`config.mk`:
```
export PLATFORM = sky130hd
export DESIGN_NAME = companion_power_sequencer
export DESIGN_NICKNAME = d
export VERILOG_FILES = /design/src/rtl/cps_pkg.sv /design/src/rtl/cps_step.sv /design/src/rtl/companion_power_sequencer.sv
export SDC_FILE = /design/constraint.sdc
export NUM_CORES = 1
export LEC_CHECK = 0
export BUFFER_PORTS_ARGS = -buffer_cell sky130_fd_sc_hd__buf_4
export CAP_MARGIN = 40
export CORE_AREA = 4 4 245 271
export CTS_BUF_LIST = sky130_fd_sc_hd__clkbuf_2 sky130_fd_sc_hd__clkbuf_4 sky130_fd_sc_hd__clkbuf_8
export DETAILED_ROUTE_END_ITERATION = 10
export DIE_AREA = 0 0 249 275
export HOLD_SLACK_MARGIN = 0.15
export PLACE_DENSITY = 0.43
export SYNTH_ARGS = -nofsm -noshare
export SYNTH_HDL_FRONTEND = slang
export SYNTH_SLANG_ARGS = --single-unit
```
`constraint.sdc`:
```
create_clock -name clk -period 9.2 [get_ports clk]
set_input_delay 1.84 -clock clk [delete_from_list [all_inputs] [get_ports clk]]
set_output_delay 1.84 -clock clk [all_outputs]
set_load 0.01 [all_outputs]
```
`src/rtl/cps_pkg.sv`:
```
package cps_pkg;

    localparam int STATE_W = 3;
    localparam int ACT_W   = 2;
    localparam int DELAY_W = 13;
    localparam int TIME_W  = 32;
    localparam int SEC_W   = 16;
    localparam int MV_W    = 16;
    localparam int CIDX_W  = 3;
    localparam int CDATA_W = 32;
    // 65535 s * 1000 fits in 26 bits
    localparam int LIM_MS_W = 26;

    localparam logic [STATE_W-1:0] ST_IDLE          = 3'd0;
    localparam logic [STATE_W-1:0] ST_WAIT_STATUS   = 3'd1;
    localparam logic [STATE_W-1:0] ST_AWAKE         = 3'd2;
    localparam logic [STATE_W-1:0] ST_WAIT_SHUTDOWN = 3'd3;
    localparam logic [STATE_W-1:0] ST_STOP          = 3'd4;

    localparam logic [ACT_W-1:0] ACT_NONE  = 2'd0;
    localparam logic [ACT_W-1:0] ACT_RADIO = 2'd1;
    localparam logic [ACT_W-1:0] ACT_KEEP  = 2'd2;

    localparam logic OP_QUERY = 1'b0;
    localparam logic OP_STEP  = 1'b1;

    localparam logic [CIDX_W-1:0] REG_UV_THRESHOLD = 3'd0;
    localparam logic [CIDX_W-1:0] REG_STARTUP_TO   = 3'd1;
    localparam logic [CIDX_W-1:0] REG_POWER_PERIOD = 3'd2;
    localparam logic [CIDX_W-1:0] REG_SHUTDOWN_TO  = 3'd3;
    localparam logic [CIDX_W-1:0] REG_KEEP_ALIVE   = 3'd4;

    localparam logic [MV_W-1:0]   UV_THRESHOLD_RST = 16'd3300;
    localparam logic [SEC_W-1:0]  STARTUP_TO_RST   = 16'd60;
    localparam logic [SEC_W-1:0]  POWER_PERIOD_RST = 16'd1800;
    localparam logic [SEC_W-1:0]  SHUTDOWN_TO_RST  = 16'd15;
    localparam logic [TIME_W-1:0] KEEP_ALIVE_RST   = 32'd86400000;

    localparam logic [DELAY_W-1:0]  RUN_DELAY_MS = 13'd5000;
    localparam logic [LIM_MS_W-1:0] MS_PER_S     = 26'd1000;

    typedef struct packed {
        logic [MV_W-1:0]   uv_threshold_mv;
        logic [SEC_W-1:0]  startup_timeout_s;
        logic [SEC_W-1:0]  power_period_s;
        logic [SEC_W-1:0]  shutdown_timeout_s;
        logic [TIME_W-1:0] keep_alive_ms;
    } cfg_t;

    typedef struct packed {
        logic [STATE_W-1:0] machine_state;
        logic [ACT_W-1:0]   activation_source;
        logic [TIME_W-1:0]  state_entry_ms;
        logic [SEC_W-1:0]   timeout_limit_s;
        logic [STATE_W-1:0] timeout_target;
        logic [TIME_W-1:0]  last_active_ms;
        logic               power_on;
    } seq_state_t;

    typedef struct packed {
        logic               run_now;
        logic [DELAY_W-1:0] delay_ms;
        logic               lockout;
        logic               power_enable;
        logic [STATE_W-1:0] fsm_state;
        logic [ACT_W-1:0]   activation;
        logic               capture_sensors;
        logic               send_status;
    } result_t;

endpackage

```
`src/rtl/cps_step.sv`:
```
module cps_step
    import cps_pkg::*;
(
    input  cfg_t               cfg,
    input  seq_state_t         cur,
    input  logic               operation,
    input  logic [TIME_W-1:0]  now_ms,
    input  logic               status_pin,
    input  logic [MV_W-1:0]    battery_mv,
    input  logic               wake_request,
    output seq_state_t         nxt,
    output result_t            res
);

    logic                run;
    logic [DELAY_W-1:0]  dly;
    logic                lock;
    logic                cap;
    logic                snd;
    logic                moved;
    logic [TIME_W-1:0]   elapsed_ms;
    logic [TIME_W-1:0]   idle_ms;
    logic [LIM_MS_W-1:0] limit_ms;

    assign elapsed_ms = now_ms - cur.state_entry_ms;
    assign idle_ms    = now_ms - cur.last_active_ms;

    always_comb
    begin
        nxt      = cur;
        run      = 1'b0;
        dly      = '0;
        lock     = 1'b0;
        cap      = 1'b0;
        snd      = 1'b0;
        moved    = 1'b0;
        limit_ms = '0;

        if (wake_request)
        begin
            nxt.activation_source = ACT_RADIO;
        end

        if (operation == OP_QUERY)
        begin
            if (nxt.activation_source != ACT_NONE)
            begin
                if (cur.machine_state == ST_IDLE && battery_mv <= cfg.uv_threshold_mv)
                begin
                    nxt.activation_source = ACT_NONE;
                    lock = 1'b1;
                end
                else
                begin
                    run = 1'b1;
                    dly = RUN_DELAY_MS;
                end
            end
            else if (cfg.keep_alive_ms != '0 && idle_ms > cfg.keep_alive_ms)
            begin
                nxt.activation_source = ACT_KEEP;
                run = 1'b1;
            end
        end
        else
        begin
            case (cur.machine_state)
                ST_IDLE:
                begin
                    cap   = 1'b1;
                    moved = 1'b1;
                    nxt.machine_state = ST_WAIT_STATUS;
                end
                ST_WAIT_STATUS:
                begin
                    nxt.timeout_limit_s = cfg.startup_timeout_s;
                    nxt.timeout_target  = ST_STOP;
                    nxt.power_on        = 1'b1;
                    if (status_pin)
                    begin
                        snd   = 1'b1;
                        moved = 1'b1;
                        nxt.machine_state = ST_AWAKE;
                    end
                end
                ST_AWAKE:
                begin
                    nxt.timeout_limit_s = cfg.power_period_s;
                    nxt.timeout_target  = ST_STOP;
                    if (!status_pin)
                    begin
                        moved = 1'b1;
                        nxt.machine_state = ST_WAIT_SHUTDOWN;
                    end
                end
                ST_WAIT_SHUTDOWN:
                begin
                    nxt.timeout_limit_s = cfg.shutdown_timeout_s;
                    nxt.timeout_target  = ST_STOP;
                end
                ST_STOP:
                begin
                    nxt.power_on          = 1'b0;
                    nxt.activation_source = ACT_NONE;
                    nxt.last_active_ms    = now_ms;
                    moved = 1'b1;
                    nxt.machine_state = ST_IDLE;
                end
                default:
                begin
                    // unused codes fall back to idle, entry time untouched, unless the held timeout expires
                    nxt.machine_state = ST_IDLE;
                end
            endcase

            limit_ms = LIM_MS_W'(nxt.timeout_limit_s) * MS_PER_S;

            // a state entered this step skips the timeout check, so it cannot expire
            if (!moved && nxt.timeout_limit_s != '0 && elapsed_ms >= TIME_W'(limit_ms))
            begin
                moved = 1'b1;
                nxt.machine_state = nxt.timeout_target;
            end

            if (moved)
            begin
                nxt.state_entry_ms = now_ms;
            end
        end
    end

    always_comb
    begin
        res.run_now         = run;
        res.delay_ms        = dly;
        res.lockout         = lock;
        res.power_enable    = nxt.power_on;
        res.fsm_state       = nxt.machine_state;
        res.activation      = nxt.activation_source;
        res.capture_sensors = cap;
        res.send_status     = snd;
    end

endmodule

```
`src/rtl/companion_power_sequencer.sv`:
```
// Channel   Direction  Handshake                 Payload
// input     in         in_valid / in_stall       operation, now_ms, status_pin,
//                                                battery_mv, wake_request
// result    out        out_valid / out_stall     run_now, delay_ms, lockout, power_enable,
//                                                fsm_state, activation, capture_sensors,
//                                                send_status
// config    in         cfg_valid / cfg_ready     cfg_index, cfg_data
//
// One item per clock while in_stall is low. An item is evaluated in the cycle of
// its transfer; the sequencer state and the result register load at that edge,
// so the result is valid in the next cycle. The result register is the only
// buffer: in_stall rises only while it holds a result that the consumer is stalling.
// Reset brings config registers to their defaults and the sequencer to idle, supply off.
module companion_power_sequencer
    import cps_pkg::*;
(
    input  logic               clk,
    input  logic               rst_n,

    input  logic               in_valid,
    output logic               in_stall,
    input  logic               operation,
    input  logic [TIME_W-1:0]  now_ms,
    input  logic               status_pin,
    input  logic [MV_W-1:0]    battery_mv,
    input  logic               wake_request,

    output logic               out_valid,
    input  logic               out_stall,
    output logic               run_now,
    output logic [DELAY_W-1:0] delay_ms,
    output logic               lockout,
    output logic               power_enable,
    output logic [STATE_W-1:0] fsm_state,
    output logic [ACT_W-1:0]   activation,
    output logic               capture_sensors,
    output logic               send_status,

    input  logic               cfg_valid,
    output logic               cfg_ready,
    input  logic [CIDX_W-1:0]  cfg_index,
    input  logic [CDATA_W-1:0] cfg_data
);

    cfg_t       cfg_reg;
    seq_state_t state_reg;
    seq_state_t state_next;
    result_t    res_reg;
    result_t    res_next;
    logic       out_valid_reg;
    logic       in_xfer;

    assign cfg_ready = 1'b1;
    assign in_stall  = out_valid_reg && out_stall;
    assign in_xfer   = in_valid && !in_stall;

    always_ff @(posedge clk or negedge rst_n)
    begin
        if (!rst_n)
        begin
            cfg_reg.uv_threshold_mv    <= UV_THRESHOLD_RST;
            cfg_reg.startup_timeout_s  <= STARTUP_TO_RST;
            cfg_reg.power_period_s     <= POWER_PERIOD_RST;
            cfg_reg.shutdown_timeout_s <= SHUTDOWN_TO_RST;
            cfg_reg.keep_alive_ms      <= KEEP_ALIVE_RST;
        end
        else if (cfg_valid && cfg_ready)
        begin
            case (cfg_index)
                REG_UV_THRESHOLD: cfg_reg.uv_threshold_mv    <= cfg_data[MV_W-1:0];
                REG_STARTUP_TO:   cfg_reg.startup_timeout_s  <= cfg_data[SEC_W-1:0];
                REG_POWER_PERIOD: cfg_reg.power_period_s     <= cfg_data[SEC_W-1:0];
                REG_SHUTDOWN_TO:  cfg_reg.shutdown_timeout_s <= cfg_data[SEC_W-1:0];
                REG_KEEP_ALIVE:   cfg_reg.keep_alive_ms      <= cfg_data[TIME_W-1:0];
                default: ;
            endcase
        end
    end

    cps_step u_step (
        .cfg          (cfg_reg),
        .cur          (state_reg),
        .operation    (operation),
        .now_ms       (now_ms),
        .status_pin   (status_pin),
        .battery_mv   (battery_mv),
        .wake_request (wake_request),
        .nxt          (state_next),
        .res          (res_next)
    );

    always_ff @(posedge clk or negedge rst_n)
    begin
        if (!rst_n)
        begin
            state_reg.machine_state     <= ST_IDLE;
            state_reg.activation_source <= ACT_NONE;
            state_reg.state_entry_ms    <= '0;
            state_reg.timeout_limit_s   <= '0;
            state_reg.timeout_target    <= ST_IDLE;
            state_reg.last_active_ms    <= '0;
            state_reg.power_on          <= 1'b0;
            out_valid_reg               <= 1'b0;
        end
        else
        begin
            if (in_xfer)
            begin
                state_reg     <= state_next;
                out_valid_reg <= 1'b1;
            end
            else if (!out_stall)
            begin
                out_valid_reg <= 1'b0;
            end
        end
    end

    always_ff @(posedge clk)
    begin
        if (in_xfer)
        begin
            res_reg <= res_next;
        end
    end

    assign out_valid       = out_valid_reg;
    assign run_now         = res_reg.run_now;
    assign delay_ms        = res_reg.delay_ms;
    assign lockout         = res_reg.lockout;
    assign power_enable    = res_reg.power_enable;
    assign fsm_state       = res_reg.fsm_state;
    assign activation      = res_reg.activation;
    assign capture_sensors = res_reg.capture_sensors;
    assign send_status     = res_reg.send_status;

endmodule
```
==> key figures <==
Synthesis
  • Ys flop type: dfrtp_1
  • Syn avg cell area: 9.57 µm²
  • Post-synthesis cell type count: 73
  • Syn Std Cell Area: roughly 16,000 µm²
  • Yosys reg bits: between 150 and 200
  • YS warnings: 0
  • Post-synthesis async set-or-reset flop share: between 90% and 100%
  • Sequential-to-total area share from yosys stat: around a third
  • EDFF count, synth: 11
  • Gate Count Post-Synth: around 1,700

Clock network
  • Max Root-Sink Buffers: 2
  • Clock latency on the worst-skew pair: between 0.5 and 0.6 ns
  • Post-CTS Setup Repair Bufs: 0
  • CTS buffer count: 17
  • Clock H-tree levels: 4
  • Worst-path clk slew: roughly 0.11 ns
  • CTS tree: done
  • CTS Hold Bufs: 0
  • Root buf cell: clkbuf_8
  • CTS Sinks: between 150 and 200

Timing
  • RSZ-0062 raised after global routing: no
  • Slew headroom: between 40% and 50%
  • Final setup fails: 0
  • Fin Clk Skew: approximately 0.034 ns
  • Final hold violation count: 0
  • Pins Over Slew Limit: 0
  • Setup TNS: 0 ns
  • Least-Margin Pin Slew: 0.872 ns
  • Min Tclk post-route: approximately 8.6 ns
  • Achievable Freq: 116 MHz
  • Final critical-path share of the clock period: 93.3%

Critical path
  • CP endpoint kind: flip-flop
  • Setup CP Type: reg2reg
  • Startpoint Class: flip-flop
  • Critical path arrival: around 9 ns
  • Worst Path Max Fanout: 32
  • Slowest cell on the critical path: fa_1
  • CP peak stage delay: between 0.5 and 0.6 ns
  • Crit path required time: 9.60 ns
  • Flop-to-flop setup slack: just over 0.6 ns
  • Most used cell, CP: a21oi_1

Drt
  • Pre-antenna DRT Iters: 5
  • Routed wl met3: 1.17 mm
  • WL/cell: roughly 16 µm
  • Initial DRC Count: ~600
  • Post-DRT Antenna Nets: 0
  • Post-Route WL: 43.0 mm
  • Max Used Layer: met4
  • Vias: ~12,000
  • Routed vias/inst: about 4.5
  • Post-route DRC: 0
  • Met2 WL: ~20 mm
  • Post-Route M1 WL: 21.0 mm

Finish
  • Share of post-route cells with drive strength above 1: about a fifth
  • Largest register FFs: 96
  • Commonest cells after routing, fill and taps aside: inv_1, ha_1, dfrtp_1
  • Multi-input logic area: between 9000 and 10,000 µm²
  • Register area: around 5000 µm²
  • Area growth from synthesis to layout: 14.1%
  • Final net count: between 2,000 and 2,500
  • Commonest non-fill, non-tap cell in the layout: inv_1
  • Final antenna diode count: 0
  • Fillers: 6,751

Global route
  • Pin count of the biggest net entering global routing: 73
  • GRT Total Usage: 12.8%
  • Global-route wire length before repair: slightly below 70 mm
  • Number of global-route vias before repair: ~12,000
  • Antenna violations before repair: 1
  • Gr ovfl total: 0

Placement
  • Port bufs: ~110
  • GPL Wtd Cong: 0.811
  • Dpl hpwl: ~35 mm

Worst hold path
  • Hold WC Path Type: reg2reg

Die
  • Core area: 63,500 µm²
  • Die Span X: roughly 250 µm
  • Area of the die: 68,500 µm²
  • Initial Utilization: approximately a quarter
  • IO Count: approximately 120
  • Cell Rows: 97
  • Die height: between 200 and 300 µm

Status
  • Status: finished clean

Flow run
  • Max Cap Viol: 0
-- stage by stage --
stage	hold WS, ns	setup WS [ns]	instance area (µm²)	util (%)	std cells
after floorplan	0.440	1.16	15800	-	1660
after global placement	0.458	0.594	17500	27.6	2570
after detailed placement	0.455	0.520	17600	27.8	2575
after CTS	0.488	0.463	18000	28.4	2607
after global routing	0.524	0.0309	18000	28.4	2607
final	0.484	0.612	18000	28.4	2607
-- path summary, 6_finish.rpt --
kind / startpoint / to / cells past startpoint
max: state_reg[87] / state_reg[77] / 33
min: state_reg[35] / state_reg[35] / 1
max reg2reg: state_reg[87] / state_reg[77] / 33
min reg2reg: state_reg[35] / state_reg[35] / 1
max in group asynchronous: rst_n / cfg_reg[32] / 4
min in group asynchronous: rst_n / cfg_reg[89] / 1
-- worst max-delay path: cells and delay by family (launching register included) --
| kind | cells | cell delay, ns |
|---|---|---|
| AO/OA/AOI/OAI | 13 | 2.68 |
| buffers and inverters | 5 | 0.90 |
| flip-flops | 1 | 0.51 |
| multiplexers | 1 | 0.37 |
| adder cells (fa/ha/maj) | 5 | 2.03 |
| XOR/XNOR | 3 | 0.63 |
| AND/OR/NAND/NOR | 6 | 1.28 |
-- cell families after synthesis --
group                      Yosys count  synth area share [%]
AOI/OAI and AO/OA                  370                  14.5
xor gates and xnor gates            79                  4.37
adders and majority gates          237                  21.0
buffers and inverters              259                  6.77
DFF                                197                  31.7
muxes                              132                  9.96
other                                2                0.0475
and+or+nand+nor                    377                  11.6
-- metal layers --
layer,vias up,GRT usage [%]
met5,-,0
met4,0,2.38
met3,27,2.38
met2,171,21.5
met1,5694,17.3
li1,5857,-
-- Yosys cell counts (all sizes together), types with 3 or more instances --
library cell	instances	area share [%]
a2111oi	5	0.32
a211o	3	0.17
a211oi	11	0.52
a21boi	5	0.26
a21o	52	2.5
a21oi	120	3.9
a2bb2oi	3	0.17
a31oi	3	0.12
a41oi	3	0.17
and3	7	0.28
buf	19	1.1
clkbuf	32	0.76
dfrtp	159	25
dfstp	27	4.5
edfxtp	11	2.1
fa	49	6.2
ha	186	15
inv	207	4.9
mux2	114	8.8
mux2i	18	1.1
nand2	109	2.6
nand2b	34	1.3
nand3	22	0.70
nand4	22	0.87
nor2	92	2.2
nor2b	26	1.0
nor3	19	0.60
nor3b	4	0.22
nor4	15	0.59
o2111ai	3	0.21
o211ai	6	0.28
o21a	18	0.85
o21ai	105	3.3
o21bai	13	0.62
o31ai	5	0.24
or2	16	0.63
xnor2	50	2.8
xor2	29	1.6
-- timing repair --
item                                   CTS  global route
endpoints found under the hold margin    0             0
resized for setup                        0             5
setup endpoints to repair                0            33
-- final cells by class --
class                      count  area share, %
sequential                   197           27.8
timing repair buffer         125           5.57
clock inverter                15          0.943
multi-input combinational   1204           54.2
clock buffer                  17           1.30
tap                          841           5.83
inverter                     208           4.33
Power is not shown: default switching activity piles up to over one toggle a cycle in this logic, so the estimate is an artifact.
